===== src/hdl/vdt_pkg.sv =====
// Package for the variable duty triangle LFO: widths, fixed-point constants,
// reset values and the command and status types between controller and datapath.
// Depends on nothing; every other file of the block imports it.
package vdt_pkg;

    // Width of lengths and of the phase counter.
    localparam int LENGTH_BITS = 20;
    // Shortest remainder of a segment after a resync.
    localparam int MIN_RESYNC_LENGTH = 4;

    localparam int LEN_W   = LENGTH_BITS;
    localparam int FRAC_W  = 22;
    localparam int ACC_W   = 32;
    localparam int CALC_W  = 34;
    localparam int LEVEL_W = 8;
    localparam int PERIOD_W = 20;
    localparam int DUTY_W  = 9;
    localparam int CFG_W   = 20;
    localparam int ADDR_W  = 1;
    localparam int DIV_CNT_W = $clog2(ACC_W);

    localparam longint unsigned LEN_MAX   = (64'd1 << LENGTH_BITS) - 64'd1;
    localparam longint unsigned DUTY_FULL = 256;
    localparam int unsigned     LEVEL_MAX = 255;

    // Q9.22 value of the top of the ramp.
    localparam logic signed [ACC_W-1:0] TOP_RAW = ACC_W'(LEVEL_MAX) << FRAC_W;

    // Register indexes of the configuration port.
    localparam logic [ADDR_W-1:0] REG_PERIOD = ADDR_W'(0);
    localparam logic [ADDR_W-1:0] REG_DUTY   = ADDR_W'(1);

    localparam longint unsigned RESET_PERIOD = 8000;
    localparam longint unsigned RESET_DUTY   = 128;
    localparam longint unsigned RESET_P =
        (RESET_PERIOD > LEN_MAX) ? LEN_MAX : RESET_PERIOD;
    localparam longint unsigned RESET_RISE = (RESET_P * RESET_DUTY) >> 8;
    localparam longint unsigned RESET_FALL = RESET_P - RESET_RISE;

    // Commands from the controller to the datapath.
    typedef struct packed {
        logic resync_len;   // derive rise and fall lengths from the registers
        logic resync_seg;   // re-length the current segment, restart the phase
        logic flip;         // change direction and load the new segment length
        logic div_start;    // start the slope division
        logic update;       // step the accumulator and register the level
    } vdt_cmd_t;

    // Status from the datapath to the controller.
    typedef struct packed {
        logic flip_needed;  // phase has reached the segment length
        logic div_done;     // slope division finished this cycle
    } vdt_status_t;

endpackage


===== src/hdl/vdt_div.sv =====
// Bit-serial signed divider for the slope: one quotient bit per cycle,
// quotient truncated toward zero. Uses widths from vdt_pkg.
module vdt_div (
    input  logic                              clk,
    input  logic                              rst_n,
    input  logic                              start,
    input  logic signed [vdt_pkg::ACC_W-1:0]  dividend,
    input  logic        [vdt_pkg::LEN_W-1:0]  divisor,
    output logic                              done,
    output logic signed [vdt_pkg::ACC_W-1:0]  quotient
);
    import vdt_pkg::*;

    logic                 busy_reg;
    logic                 done_reg;
    logic [DIV_CNT_W-1:0] cnt_reg;
    logic                 neg_reg;
    logic [ACC_W-1:0]     mag_reg;
    logic [LEN_W-1:0]     rem_reg;
    logic [LEN_W-1:0]     den_reg;

    logic [LEN_W:0]       trial;
    logic                 fits;

    assign trial = {rem_reg, mag_reg[ACC_W-1]};
    assign fits  = trial >= {1'b0, den_reg};

    always_ff @(posedge clk or negedge rst_n)
    begin
        if (!rst_n)
        begin
            busy_reg <= 1'b0;
            done_reg <= 1'b0;
            cnt_reg  <= '0;
        end
        else
        begin
            done_reg <= 1'b0;
            if (start)
            begin
                busy_reg <= 1'b1;
                cnt_reg  <= '0;
            end
            else if (busy_reg)
            begin
                cnt_reg <= cnt_reg + DIV_CNT_W'(1);
                if (cnt_reg == DIV_CNT_W'(ACC_W - 1))
                begin
                    busy_reg <= 1'b0;
                    done_reg <= 1'b1;
                end
            end
        end
    end

    always_ff @(posedge clk)
    begin
        if (start)
        begin
            neg_reg <= dividend[ACC_W-1];
            mag_reg <= dividend[ACC_W-1] ? ACC_W'(-dividend) : ACC_W'(dividend);
            rem_reg <= '0;
            den_reg <= divisor;
        end
        else if (busy_reg)
        begin
            rem_reg <= fits ? LEN_W'(trial - {1'b0, den_reg}) : trial[LEN_W-1:0];
            mag_reg <= {mag_reg[ACC_W-2:0], fits};
        end
    end

    assign done     = done_reg;
    assign quotient = neg_reg ? -signed'(mag_reg) : signed'(mag_reg);

endmodule


===== src/hdl/vdt_dp.sv =====
// Datapath of the variable duty triangle LFO: configuration registers,
// oscillator state, segment arithmetic and the output level register.
// Depends on vdt_pkg and instantiates vdt_div.
module vdt_dp (
    input  logic                                clk,
    input  logic                                rst_n,
    input  logic                                cfg_we,
    input  logic [vdt_pkg::ADDR_W-1:0]          cfg_addr,
    input  logic [vdt_pkg::CFG_W-1:0]           cfg_data,
    input  vdt_pkg::vdt_cmd_t                   cmd,
    output vdt_pkg::vdt_status_t                status,
    output logic [vdt_pkg::LEVEL_W-1:0]         level
);
    import vdt_pkg::*;

    logic [PERIOD_W-1:0]     period_reg;
    logic [DUTY_W-1:0]       duty_reg;
    logic                    falling_reg;
    logic signed [ACC_W-1:0] acc_reg;
    logic signed [ACC_W-1:0] slope_reg;
    logic [LEN_W-1:0]        phase_reg;
    logic [LEN_W-1:0]        seg_reg;
    logic [LEN_W-1:0]        rise_reg;
    logic [LEN_W-1:0]        fall_reg;
    logic [LEVEL_W-1:0]      level_reg;

    logic [LEN_W-1:0]        p_clamped;
    logic [DUTY_W-1:0]       d_clamped;
    logic [LEN_W+DUTY_W-1:0] product;
    logic [LEN_W-1:0]        rise_next;
    logic [LEN_W-1:0]        fall_next;
    logic signed [CALC_W-1:0] remain_s;
    logic signed [CALC_W-1:0] remain_lim;
    logic [LEN_W-1:0]        seg_resync;
    logic [LEN_W-1:0]        seg_flip;
    logic signed [ACC_W-1:0] target;
    logic signed [ACC_W-1:0] div_dividend;
    logic signed [ACC_W-1:0] div_quot;
    logic                    div_done;
    logic signed [ACC_W-1:0] acc_next;
    logic [LEVEL_W-1:0]      level_next;
    logic [ACC_W-FRAC_W-2:0] whole;

    // Lengths from period and duty share.
    always_comb
    begin
        if (CALC_W'(period_reg) > CALC_W'(LEN_MAX))
            p_clamped = LEN_W'(LEN_MAX);
        else
            p_clamped = LEN_W'(CALC_W'(period_reg));
        if (CALC_W'(duty_reg) > CALC_W'(DUTY_FULL))
            d_clamped = DUTY_W'(DUTY_FULL);
        else
            d_clamped = duty_reg;
        product   = (LEN_W+DUTY_W)'(p_clamped) * (LEN_W+DUTY_W)'(d_clamped);
        rise_next = product[LEN_W+7:8];
        fall_next = p_clamped - rise_next;
    end

    // Remaining length of the current segment after a resync.
    always_comb
    begin
        remain_s = signed'(CALC_W'(falling_reg ? fall_reg : rise_reg))
                 - signed'(CALC_W'(phase_reg));
        remain_lim = remain_s;
        if (remain_lim < signed'(CALC_W'(MIN_RESYNC_LENGTH)))
            remain_lim = signed'(CALC_W'(MIN_RESYNC_LENGTH));
        if (remain_lim > signed'(CALC_W'(LEN_MAX)))
            remain_lim = signed'(CALC_W'(LEN_MAX));
        seg_resync = LEN_W'(remain_lim);
    end

    // Length of the next segment at a direction change; zero is taken as one.
    always_comb
    begin
        seg_flip = falling_reg ? rise_reg : fall_reg;
        if (seg_flip == '0)
            seg_flip = LEN_W'(1);
    end

    assign target       = falling_reg ? '0 : TOP_RAW;
    assign div_dividend = target - acc_reg;

    vdt_div u_div (
        .clk      (clk),
        .rst_n    (rst_n),
        .start    (cmd.div_start),
        .dividend (div_dividend),
        .divisor  (seg_reg),
        .done     (div_done),
        .quotient (div_quot)
    );

    // Next level: floor of the accumulator, saturated at 255; negative reads as all ones.
    always_comb
    begin
        acc_next = acc_reg + slope_reg;
        whole    = acc_next[ACC_W-2:FRAC_W];
        if (acc_next[ACC_W-1])
            level_next = '1;
        else if ((ACC_W-FRAC_W-1)'(whole) > (ACC_W-FRAC_W-1)'(LEVEL_MAX))
            level_next = LEVEL_W'(LEVEL_MAX);
        else
            level_next = LEVEL_W'(whole);
    end

    always_ff @(posedge clk or negedge rst_n)
    begin
        if (!rst_n)
        begin
            period_reg  <= PERIOD_W'(RESET_PERIOD);
            duty_reg    <= DUTY_W'(RESET_DUTY);
            falling_reg <= 1'b0;
            acc_reg     <= '0;
            slope_reg   <= '0;
            phase_reg   <= '0;
            seg_reg     <= LEN_W'(RESET_RISE);
            rise_reg    <= LEN_W'(RESET_RISE);
            fall_reg    <= LEN_W'(RESET_FALL);
        end
        else
        begin
            if (cfg_we)
            begin
                unique case (cfg_addr)
                    REG_PERIOD: period_reg <= cfg_data[PERIOD_W-1:0];
                    REG_DUTY:   duty_reg   <= cfg_data[DUTY_W-1:0];
                    default: ;
                endcase
            end
            if (cmd.resync_len)
            begin
                rise_reg <= rise_next;
                fall_reg <= fall_next;
            end
            if (cmd.resync_seg)
            begin
                seg_reg   <= seg_resync;
                phase_reg <= '0;
            end
            if (cmd.flip)
            begin
                falling_reg <= ~falling_reg;
                seg_reg     <= seg_flip;
                phase_reg   <= '0;
            end
            if (div_done)
                slope_reg <= div_quot;
            if (cmd.update)
            begin
                acc_reg   <= acc_next;
                phase_reg <= phase_reg + LEN_W'(1);
            end
        end
    end

    always_ff @(posedge clk)
    begin
        if (cmd.update)
            level_reg <= level_next;
    end

    assign status.flip_needed = phase_reg >= seg_reg;
    assign status.div_done    = div_done;
    assign level              = level_reg;

endmodule


===== src/hdl/vdt_ctrl.sv =====
// Controller of the variable duty triangle LFO: sequences resync, direction
// change, slope division and the accumulator step, and owns both handshakes.
// Depends on vdt_pkg for the command and status types.
module vdt_ctrl (
    input  logic                   clk,
    input  logic                   rst_n,
    input  logic                   in_valid,
    output logic                   in_ready,
    input  logic                   resync,
    output logic                   out_valid,
    input  logic                   out_ready,
    output vdt_pkg::vdt_cmd_t      cmd,
    input  vdt_pkg::vdt_status_t   status
);
    import vdt_pkg::*;

    typedef enum logic [2:0] {
        S_IDLE,
        S_RES_LEN,
        S_RES_SEG,
        S_CHECK,
        S_FLIP,
        S_DIV_START,
        S_DIV_WAIT,
        S_UPDATE
    } state_t;

    state_t state_reg;
    logic   out_valid_reg;
    logic   slot_free;

    assign slot_free = !out_valid_reg || out_ready;
    assign in_ready  = state_reg == S_IDLE;
    assign out_valid = out_valid_reg;

    assign cmd.resync_len = state_reg == S_RES_LEN;
    assign cmd.resync_seg = state_reg == S_RES_SEG;
    assign cmd.flip       = state_reg == S_FLIP;
    assign cmd.div_start  = state_reg == S_DIV_START;
    assign cmd.update     = (state_reg == S_UPDATE) && slot_free;

    always_ff @(posedge clk or negedge rst_n)
    begin
        if (!rst_n)
        begin
            state_reg     <= S_IDLE;
            out_valid_reg <= 1'b0;
        end
        else
        begin
            // A new level takes the output register the moment it is free.
            if (cmd.update)
                out_valid_reg <= 1'b1;
            else if (out_valid_reg && out_ready)
                out_valid_reg <= 1'b0;
            unique case (state_reg)
                S_IDLE:
                begin
                    if (in_valid)
                        state_reg <= resync ? S_RES_LEN : S_CHECK;
                end
                S_RES_LEN:   state_reg <= S_RES_SEG;
                S_RES_SEG:   state_reg <= S_DIV_START;
                S_CHECK:     state_reg <= status.flip_needed ? S_FLIP : S_UPDATE;
                S_FLIP:      state_reg <= S_DIV_START;
                S_DIV_START: state_reg <= S_DIV_WAIT;
                S_DIV_WAIT:
                begin
                    if (status.div_done)
                        state_reg <= S_CHECK;
                end
                S_UPDATE:
                begin
                    if (slot_free)
                        state_reg <= S_IDLE;
                end
                default: state_reg <= S_IDLE;
            endcase
        end
    end

    // A finished division always hands control back to the flip check.
    a_div_to_check: assert property (@(posedge clk) disable iff (!rst_n)
        (state_reg == S_DIV_WAIT && status.div_done) |=> state_reg == S_CHECK)
        else $error("division finished without returning to the check");

    // A direction change is only issued when the phase reached the length.
    a_flip_cause: assert property (@(posedge clk) disable iff (!rst_n)
        cmd.flip |-> status.flip_needed)
        else $error("flip issued while the segment is still running");

    // An accumulator step always loads the result register and returns the controller to idle.
    a_update_loads: assert property (@(posedge clk) disable iff (!rst_n)
        cmd.update |=> (out_valid_reg && state_reg == S_IDLE))
        else $error("accumulator step did not present a result");

    // Once a transaction is taken, no new one is accepted in the next cycle.
    a_busy_after_accept: assert property (@(posedge clk) disable iff (!rst_n)
        (in_valid && in_ready) |=> !in_ready)
        else $error("second transaction accepted back to back");

endmodule


===== src/hdl/variable_duty_triangle_lfo.sv =====
// Top level of the variable duty triangle LFO: joins controller and datapath.
// Depends on vdt_pkg, vdt_ctrl and vdt_dp (which holds vdt_div).
//
// Each input transaction is one sample tick and yields one output transaction
// carrying an 8-bit level. The oscillator ramps a Q9.22 accumulator up toward
// 255 and down toward 0, with the rise and fall lengths set by the period and
// duty registers; the registers take effect only on a tick with resync set.
// A plain tick is accepted in the idle state, passes the check state and
// loads the result register in the update state, which waits until the output
// register is free. A tick that ends a segment, and every resync tick, first
// goes through the slope division, because the new slope comes from a
// bit-serial divider that produces one quotient bit per cycle over the 32-bit
// accumulator width and ends with a finishing pulse. A resync never ends a
// segment in the same tick. The result sits in an output register, so the next
// tick is accepted while it waits to be taken; the next result is held back
// only until that register is free. Configuration writes are registered and
// are meant to happen while the block is idle.
module variable_duty_triangle_lfo (
    input  logic                          clk,
    input  logic                          rst_n,
    input  logic                          cfg_we,
    input  logic [vdt_pkg::ADDR_W-1:0]    cfg_addr,
    input  logic [vdt_pkg::CFG_W-1:0]     cfg_data,
    input  logic                          in_valid,
    output logic                          in_ready,
    input  logic                          resync,
    output logic                          out_valid,
    input  logic                          out_ready,
    output logic [vdt_pkg::LEVEL_W-1:0]   level
);
    import vdt_pkg::*;

    vdt_cmd_t    cmd;
    vdt_status_t status;

    // The controller sequences each tick; it alone talks to the handshakes.
    vdt_ctrl u_ctrl (
        .clk       (clk),
        .rst_n     (rst_n),
        .in_valid  (in_valid),
        .in_ready  (in_ready),
        .resync    (resync),
        .out_valid (out_valid),
        .out_ready (out_ready),
        .cmd       (cmd),
        .status    (status)
    );

    // The datapath holds the registers, oscillator state and the level output.
    vdt_dp u_dp (
        .clk      (clk),
        .rst_n    (rst_n),
        .cfg_we   (cfg_we),
        .cfg_addr (cfg_addr),
        .cfg_data (cfg_data),
        .cmd      (cmd),
        .status   (status),
        .level    (level)
    );

endmodule

===== config.mk =====
export PLATFORM = sky130hd
export DESIGN_NAME = variable_duty_triangle_lfo
export DESIGN_NICKNAME = d
export VERILOG_FILES = /design/src/hdl/vdt_pkg.sv /design/src/hdl/vdt_div.sv /design/src/hdl/vdt_dp.sv /design/src/hdl/vdt_ctrl.sv /design/src/hdl/variable_duty_triangle_lfo.sv
export SDC_FILE = /design/constraint.sdc
export NUM_CORES = 1
export LEC_CHECK = 0
export ABC_CLOCK_PERIOD_IN_PS = 21200
export BUFFER_PORTS_ARGS = -buffer_cell sky130_fd_sc_hd__buf_2
export CAP_MARGIN = 30
export CORE_AREA = 5 5 217 324
export CTS_BUF_LIST = sky130_fd_sc_hd__clkbuf_8
export DETAILED_ROUTE_END_ITERATION = 8
export DIE_AREA = 0 0 222 329
export GPL_TIMING_DRIVEN = 0
export SYNTH_ARGS = -nofsm -noshare
export SYNTH_HDL_FRONTEND = slang
export SYNTH_SLANG_ARGS = --single-unit

===== constraint.sdc =====
create_clock -name clk -period 21.2 [get_ports clk]
set_input_delay 2.12 -clock clk [delete_from_list [all_inputs] [get_ports clk]]
set_output_delay 2.12 -clock clk [all_outputs]
set_load 0.01 [all_outputs]

# [Yosys cells after proc, flatten, opt, wreduce, memory -nomap -nowiden]
# Cells that the tools add are included.
[word_totals] ff_bits=266 input_bits=27 output_inout_bits=10
[op_classes] n_addsub=9 multipliers=1 magnitude_cmp=6 eq_ne=11 n_mux=33 bitwise=2 reduce_logical=15
[op_table] operator="$mux 20" count=10
[op_table] operator="$mux 32" count=4
[op_table] operator="$neg 32->32" count=2
[op_table] operator="$sub 20x20->20" count=2
[op_table] operator="$gt 34x21->1 const B" count=1
[op_table] operator="$lt 34x4->1 const B" count=1
[op_table] operator="$mux 34" count=1
[op_table] operator="$sub 34x21->34" count=1
[op_table] operator="$add 32x32->32" count=1
[op_table] operator="$sub 32x32->32" count=1
[op_table] operator="$mux 30" count=1
[op_table] operator="$mul 20x9->28" count=1
[op_table] operator="$ge 21x20->1" count=1
[op_table] operator="$pmux 3 s7" count=1
[op_table] operator="$add 20x1->20 const B" count=1
[op_table] operator="$ge 20x20->1" count=1
[op_table] operator="$logic_not 20->1" count=1
[op_table] operator="$eq 3x3->1 const B" count=4
[op_table] operator="$mux 5" count=2
[op_table] operator="$gt 9x8->1 const B" count=1
[op_table] operator="$gt 9x9->1 const B" count=1
[op_table] operator="$mux 3" count=3
[op_table] operator="$mux 9" count=1
[op_table] operator="$mux 1" count=8
[op_table] operator="17 further kinds" count=26

# [Depth between registers and ports, before layout]
[depth] depth_word=8 ltp_mapped=35 mapped_depth_nobuf=33

# [By module]
# From an unflattened synthesis, not the netlist that was laid out.
[unflattened] cells_unflattened=2519 hier_area_um2=23294.8
[by_module_without_submodules] module="vdt_dp" instances=1 cells_each=1882 area_each_um2=17510.5
[by_module_without_submodules] module="vdt_div" instances=1 cells_each=604 area_each_um2=5529.1
[by_module_without_submodules] module="vdt_ctrl" instances=1 cells_each=33 area_each_um2=255.2

# [Worst setup path before layout]
# No wires, ideal clock.
[synth_timing] kind="register to register" startpoint="register u_dp.duty_reg[8]" endpoint="register u_dp.fall_reg[18]" arrival_time_ns=7.262 required_time_ns=21.064 path_slack_ns=13.801 stages_incl_launch_ff=33 synth_period_minus_slack_ns=7.399 path_cell_list="dfrtp_1 > clkbuf_1 > nor2b_1 > clkbuf_1 > nand2_1 > fa_1 > fa_1 > inv_1 > fa_1 > inv_1 > fa_1 > inv_1 > ha_1 > inv_1 > or4_1 > a21boi_1 > o21a_1 > nor2_1 > xor2_1 > ha_1 > o21ai_0 > a21oi_1 > o211a_1 > nor3_1 > a2111oi_0 > nand2_1 > o21ai_0 > a2111oi_0 > nor3_1 > nand3_1 > a21oi_1 > xnor2_1 > o21ai_0"
[synth_between] elab_chain_cells=4
[synth_lines] element="start, declared" line="vdt_dp.sv:17" text="logic [DUTY_W-1:0] duty_reg;"
[synth_lines] element="start signal, assigned" line="vdt_dp.sv:112" text="duty_reg <= DUTY_W'(RESET_DUTY);"
[synth_lines] element="start signal, assigned" line="vdt_dp.sv:127" text="REG_DUTY: duty_reg <= cfg_data[DUTY_W-1:0];"
[synth_lines] element="$gt 9x9->1" line="vdt_dp.sv:51" text="if (CALC_W'(duty_reg) > CALC_W'(DUTY_FULL))"
[synth_lines] element="$mux 9 *" line="vdt_dp.sv:51"
[synth_lines] element="$mul 20x9->28 *" line="vdt_dp.sv:55" text="product = (LEN_W+DUTY_W)'(p_clamped) * (LEN_W+DUTY_W)'(d_clamped);"
[synth_lines] element="$sub 20x20->20 *" line="vdt_dp.sv:57" text="fall_next = p_clamped - rise_next;"
[synth_lines] element="end signal, assigned" line="vdt_dp.sv:119" text="fall_reg <= LEN_W'(RESET_FALL);"
[synth_lines] element="end signal, assigned" line="vdt_dp.sv:134" text="fall_reg <= fall_next;"
[synth_lines] element="end, declared" line="vdt_dp.sv:24" text="logic [LEN_W-1:0] fall_reg;"
# Every way passes the cells marked *; elsewhere a longest branch is shown, timed or not.
# A chain may end at the register's enable or synchronous reset.

# [Worst setup path in the final report]
# Ends and elaborated chain as after synthesis.

==> insert_results.sql <==
INSERT INTO impl_metrics (metric_group, metric, value, unit) VALUES
('outcome', 'outcome', 'finished, final reports clean', ''),
('grt', 'grt_start_max_net_pins', '108', ''),
('critical_path', 'critical_path.max_fanout', '10', ''),
('layout', 'area_growth', '10.2', '%'),
('cts', 'path_clk_slew', '0.06', 'ns'),
('floorplanning', 'floorplan.core_area', '0.0673', 'mm^2'),
('critical_path', 'critPathArrivalTime', '9.79', 'ns'),
('route', 'drt_wl_total', '65.9', 'mm'),
('sta', 'final_period_minus_worst_setup_slack', '9.30', 'ns'),
('critical_path', 'worst_path_max_delay_cell', 'sky130_fd_sc_hd__a2111oi_0', ''),
('route', 'detailedRoute.firstIterationViolations', '961', ''),
('job', 'maxCapViolations', '0', ''),
('cts', 'holdBufCountCts', '0', ''),
('logic_synthesis', 'syn_avg_cell_area', '8.77', 'um^2'),
('critical_path', 'critPathCaptureType', 'flip-flop', ''),
('cts', 'ctsHtreeMaxLevel', '2', ''),
('placed_design', 'placement.io_buffers', '36', ''),
('cts', 'postCtsSetupRepairBufs', '0', ''),
('sta', 'setup_viol', '0', ''),
('route', 'routed_wirelength_normalized_by_instance_count', '17.9', 'um'),
('floorplanning', 'start_util', '34.6', '%'),
('critical_path', 'worstSetupStartpointType', 'flip-flop', ''),
('logic_synthesis', 'share_of_the_yosys_chip_area_belonging_to_registers', '29.6', '%'),
('critical_path', 'timing.rr.end', 'u_dp.fall_reg[18]', ''),
('grt', 'globalRoute.totalOverflow', '0', ''),
('floorplanning', 'dieWidth', '222', 'um'),
('sta', 'skew_final', '0.0434', 'ns'),
('route', 'route.vias.total', '19000', ''),
('sta', 'fin_setup_tns', '0', 'ns'),
('logic_synthesis', 'postSynthCellCount', '2654', ''),
('cts', 'cts-buffers-inserted', '49', ''),
('sta', 'rsz0062_at_grt', 'false', ''),
('critical_path', 'timing.reg2reg.setup_slack', '11.90', 'ns'),
('sta', 'tightest_slew', '0.897', 'ns'),
('critical_path', 'rr_startpoint', 'u_dp.duty_reg[8]', ''),
('logic_synthesis', 'synth-async-reset-ratio', '69.5', '%'),
('critical_path', 'r2r.worst_path.cells', '32', ''),
('logic_synthesis', 'synth_edf_count', '61', ''),
('cts', 'cts_root_buffer', 'sky130_fd_sc_hd__clkbuf_8', ''),
('sta', 'finalHoldViolCount', '0', ''),
('cts', 'max-clock-path-buffers', '3', ''),
('route', 'drcViolationCount', '0', ''),
('floorplanning', 'die-height', '329', 'um'),
('floorplanning', 'rows', '117', ''),
('grt', 'antenna_found_initial', '1', ''),
('critical_path', 'critical-path-max-stage-delay', '0.81', 'ns'),
('route', 'drt_pre_antenna_iters', '5', ''),
('route', 'drt-vias-per-instance', '5.16', ''),
('placed_design', 'dp_hpwl', '52.5', 'mm'),
('floorplanning', 'die_area', '0.0730', 'mm^2'),
('cts', 'tritoncts', 'yes', ''),
('logic_synthesis', 'yosys_warning_count', '0', ''),
('sta', 'slew_violations', '0', ''),
('logic_synthesis', 'yosysUniqueCellTypes', '79', ''),
('logic_synthesis', 'synth_area', '0.0233', 'mm^2'),
('hold_path', 'hold_class', 'reg -> reg', ''),
('sta', 'timing.max_slew.rel_slack', '39.7', '%'),
('logic_synthesis', 'dominantRegCellSynth', 'sky130_fd_sc_hd__dfrtp_1', ''),
('logic_synthesis', 'postSynthNetCount', '2968', ''),
('grt', 'first_global_vias', '20000', ''),
('grt', 'grt.total_usage', '17.8', '%'),
('layout', 'final_net_count', '3061', ''),
('critical_path', 'critPathLaunch', 'u_dp.duty_reg[8]', ''),
('layout', 'drive_gt1_share', '8.94', '%'),
('placed_design', 'gp_congestion', '0.876', ''),
('grt', 'global_route_wire_length_before_repair', '105', 'mm'),
('cts', 'clk-insertion-delay-late', '0.65', 'ns'),
('critical_path', 'critical_path_class', 'reg -> reg', ''),
('critical_path', 'worst-endpoint-required', '21.70', 'ns'),
('logic_synthesis', 'synth_largest_area_cell', 'sky130_fd_sc_hd__dfrtp_1', ''),
('critical_path', 'setup.worst_path.end', 'u_dp.fall_reg[18]', ''),
('logic_synthesis', 'synth_top_cells_by_area', 'sky130_fd_sc_hd__dfrtp_1, sky130_fd_sc_hd__fa_1, sky130_fd_sc_hd__ha_1, sky130_fd_sc_hd__edfxtp_1, sky130_fd_sc_hd__o21ai_0', ''),
('sta', 'max_freq', '108', 'MHz'),
('sta', 'timing.final.crit_share', '43.9', '%'),
('logic_synthesis', 'number_of_flip_flops_and_latches_in_the_synthesized_netlist', '266', ''),
('route', 'ant_nets', '0', ''),
('cts', 'ctsResizeCount', '0', ''),
('floorplanning', 'ioPinCount', '37', ''),
('logic_synthesis', 'netlist.area_leader.share', '17.2', '%'),
('cts', 'cts.sink_count', '266', '');
cell type report:
cell class,instances,area [um^2]
plain buffers,120,479
fillers,7049,41700
repair buffers,42,251
flip-flops and latches,266,6890
clock buffers,59,812
multi-input cells,2009,14900
inverters,259,972
well taps,892,1120
clock inverters,31,195
diodes,1,2.50
cells in the final DEF, fill, tap and decap left out, types with 11 or more instances in the layout:
cell type                  synthesis  routed
sky130_fd_sc_hd__clkbuf_1         95      94
sky130_fd_sc_hd__o31ai_1          21      21
sky130_fd_sc_hd__xor2_1           74      74
sky130_fd_sc_hd__o21a_1           12      12
sky130_fd_sc_hd__dfstp_2          25      25
sky130_fd_sc_hd__xnor2_1         104     104
sky130_fd_sc_hd__a31oi_1          14      14
sky130_fd_sc_hd__a21o_1           44      44
sky130_fd_sc_hd__nand3_1          54      54
sky130_fd_sc_hd__and3_1           11      11
sky130_fd_sc_hd__nor4_1           21      21
sky130_fd_sc_hd__and2_1          107     107
sky130_fd_sc_hd__buf_2             7      45
sky130_fd_sc_hd__edfxtp_1         61      61
sky130_fd_sc_hd__buf_1            15      16
sky130_fd_sc_hd__fa_1            129     129
sky130_fd_sc_hd__nand2_1         292     291
sky130_fd_sc_hd__o22ai_1          19      19
sky130_fd_sc_hd__dfxtp_1          20      20
sky130_fd_sc_hd__ha_1            158     158
sky130_fd_sc_hd__nor3_1           41      41
sky130_fd_sc_hd__a21oi_1         161     161
sky130_fd_sc_hd__or3_1            26      26
sky130_fd_sc_hd__nor2_1          157     157
sky130_fd_sc_hd__dfrtp_1         160     160
sky130_fd_sc_hd__clkbuf_8          0      59
sky130_fd_sc_hd__mux2i_1          22      22
sky130_fd_sc_hd__or2_2            18      18
sky130_fd_sc_hd__a21boi_0         15      15
sky130_fd_sc_hd__nand2b_1         26      26
sky130_fd_sc_hd__nand4_1          22      22
sky130_fd_sc_hd__mux2_2           66      66
sky130_fd_sc_hd__inv_1           257     276
sky130_fd_sc_hd__o21ai_0         225     225
sky130_fd_sc_hd__nor2b_1          35      35
worst min-delay path by stage:
stage | cells past startpoint | from | endpoint
6_report | 0 | u_dp.seg_reg[3] | u_dp.u_div.den_reg[3]
5_1_grt | 0 | u_dp.seg_reg[12] | u_dp.u_div.den_reg[12]
4_1_cts | 0 | u_dp.seg_reg[3] | u_dp.u_div.den_reg[3]
3_5_place_dp | 0 | u_dp.seg_reg[6] | u_dp.u_div.den_reg[6]
3_3_place_gp | 0 | u_dp.seg_reg[6] | u_dp.u_div.den_reg[6]
2_1_floorplan | 0 | u_dp.seg_reg[12] | u_dp.u_div.den_reg[12]
per-layer routing:
layer  GRT usage [%]  part of all wire (%)  wire, um  vias to the layer above
met5               0                     0         0                        -
met4            9.12                   5.7      3750                        0
met3            1.84                   2.7      1770                      174
met2            36.7                    56     37200                      344
met1            17.1                    35     23200                     9197
li1                -                     -         -                     9268
through the flow:
stage	instances	hold WS, ns	instance area (um^2)	utilization [%]	setup slack [ns]
3_3_place_gp	3582	0.430	24600	36.5	11.75
3_5_place_dp	3588	0.431	24600	36.6	11.75
5_1_grt	3679	0.447	25700	38.1	11.21
4_1_cts	3678	0.430	25600	38.1	11.72
2_1_floorplan	2654	0.425	23300	-	13.80
6_report	3679	0.435	25700	38.1	11.90
critical path, delay by kind of cell, from the launching register on:
kind	cells	cell delay [ns]
adders and majority gates	6	2.73
AOI/OAI and AO/OA	8	2.42
and+or+nand+nor	10	2.13
buffers and inverters	6	1.07
DFF	1	0.48
xor gates and xnor gates	2	0.33
cells in the mapped netlist (18+ instances only):
master	count
sky130_fd_sc_hd__dfstp_2	25
sky130_fd_sc_hd__a21o_1	44
sky130_fd_sc_hd__nand3_1	54
sky130_fd_sc_hd__nand2_1	292
sky130_fd_sc_hd__o22ai_1	19
sky130_fd_sc_hd__nor3_1	41
sky130_fd_sc_hd__o31ai_1	21
sky130_fd_sc_hd__xor2_1	74
sky130_fd_sc_hd__clkbuf_1	95
sky130_fd_sc_hd__inv_1	257
sky130_fd_sc_hd__dfxtp_1	20
sky130_fd_sc_hd__fa_1	129
sky130_fd_sc_hd__o21ai_0	225
sky130_fd_sc_hd__nand2b_1	26
sky130_fd_sc_hd__mux2i_1	22
sky130_fd_sc_hd__edfxtp_1	61
sky130_fd_sc_hd__mux2_2	66
sky130_fd_sc_hd__nor2_1	157
sky130_fd_sc_hd__a21oi_1	161
sky130_fd_sc_hd__dfrtp_1	160
sky130_fd_sc_hd__xnor2_1	104
sky130_fd_sc_hd__or2_2	18
sky130_fd_sc_hd__nor4_1	21
sky130_fd_sc_hd__ha_1	158
sky130_fd_sc_hd__nor2b_1	35
sky130_fd_sc_hd__and2_1	107
sky130_fd_sc_hd__or3_1	26
sky130_fd_sc_hd__nand4_1	22
logic make-up after synthesis:
family	Yosys count	synth area share, %
flip-flops	266	29.6
adder cells (fa/ha/maj)	293	19.9
AO/OA/AOI/OAI	601	15.4
XOR/XNOR	179	6.80
AND/OR/NAND/NOR	848	17.9
buffers and inverters	379	6.23
multiplexers	88	4.14
Power is not shown: default switching activity piles up to over one toggle a cycle in this logic, so the estimate is an artifact.
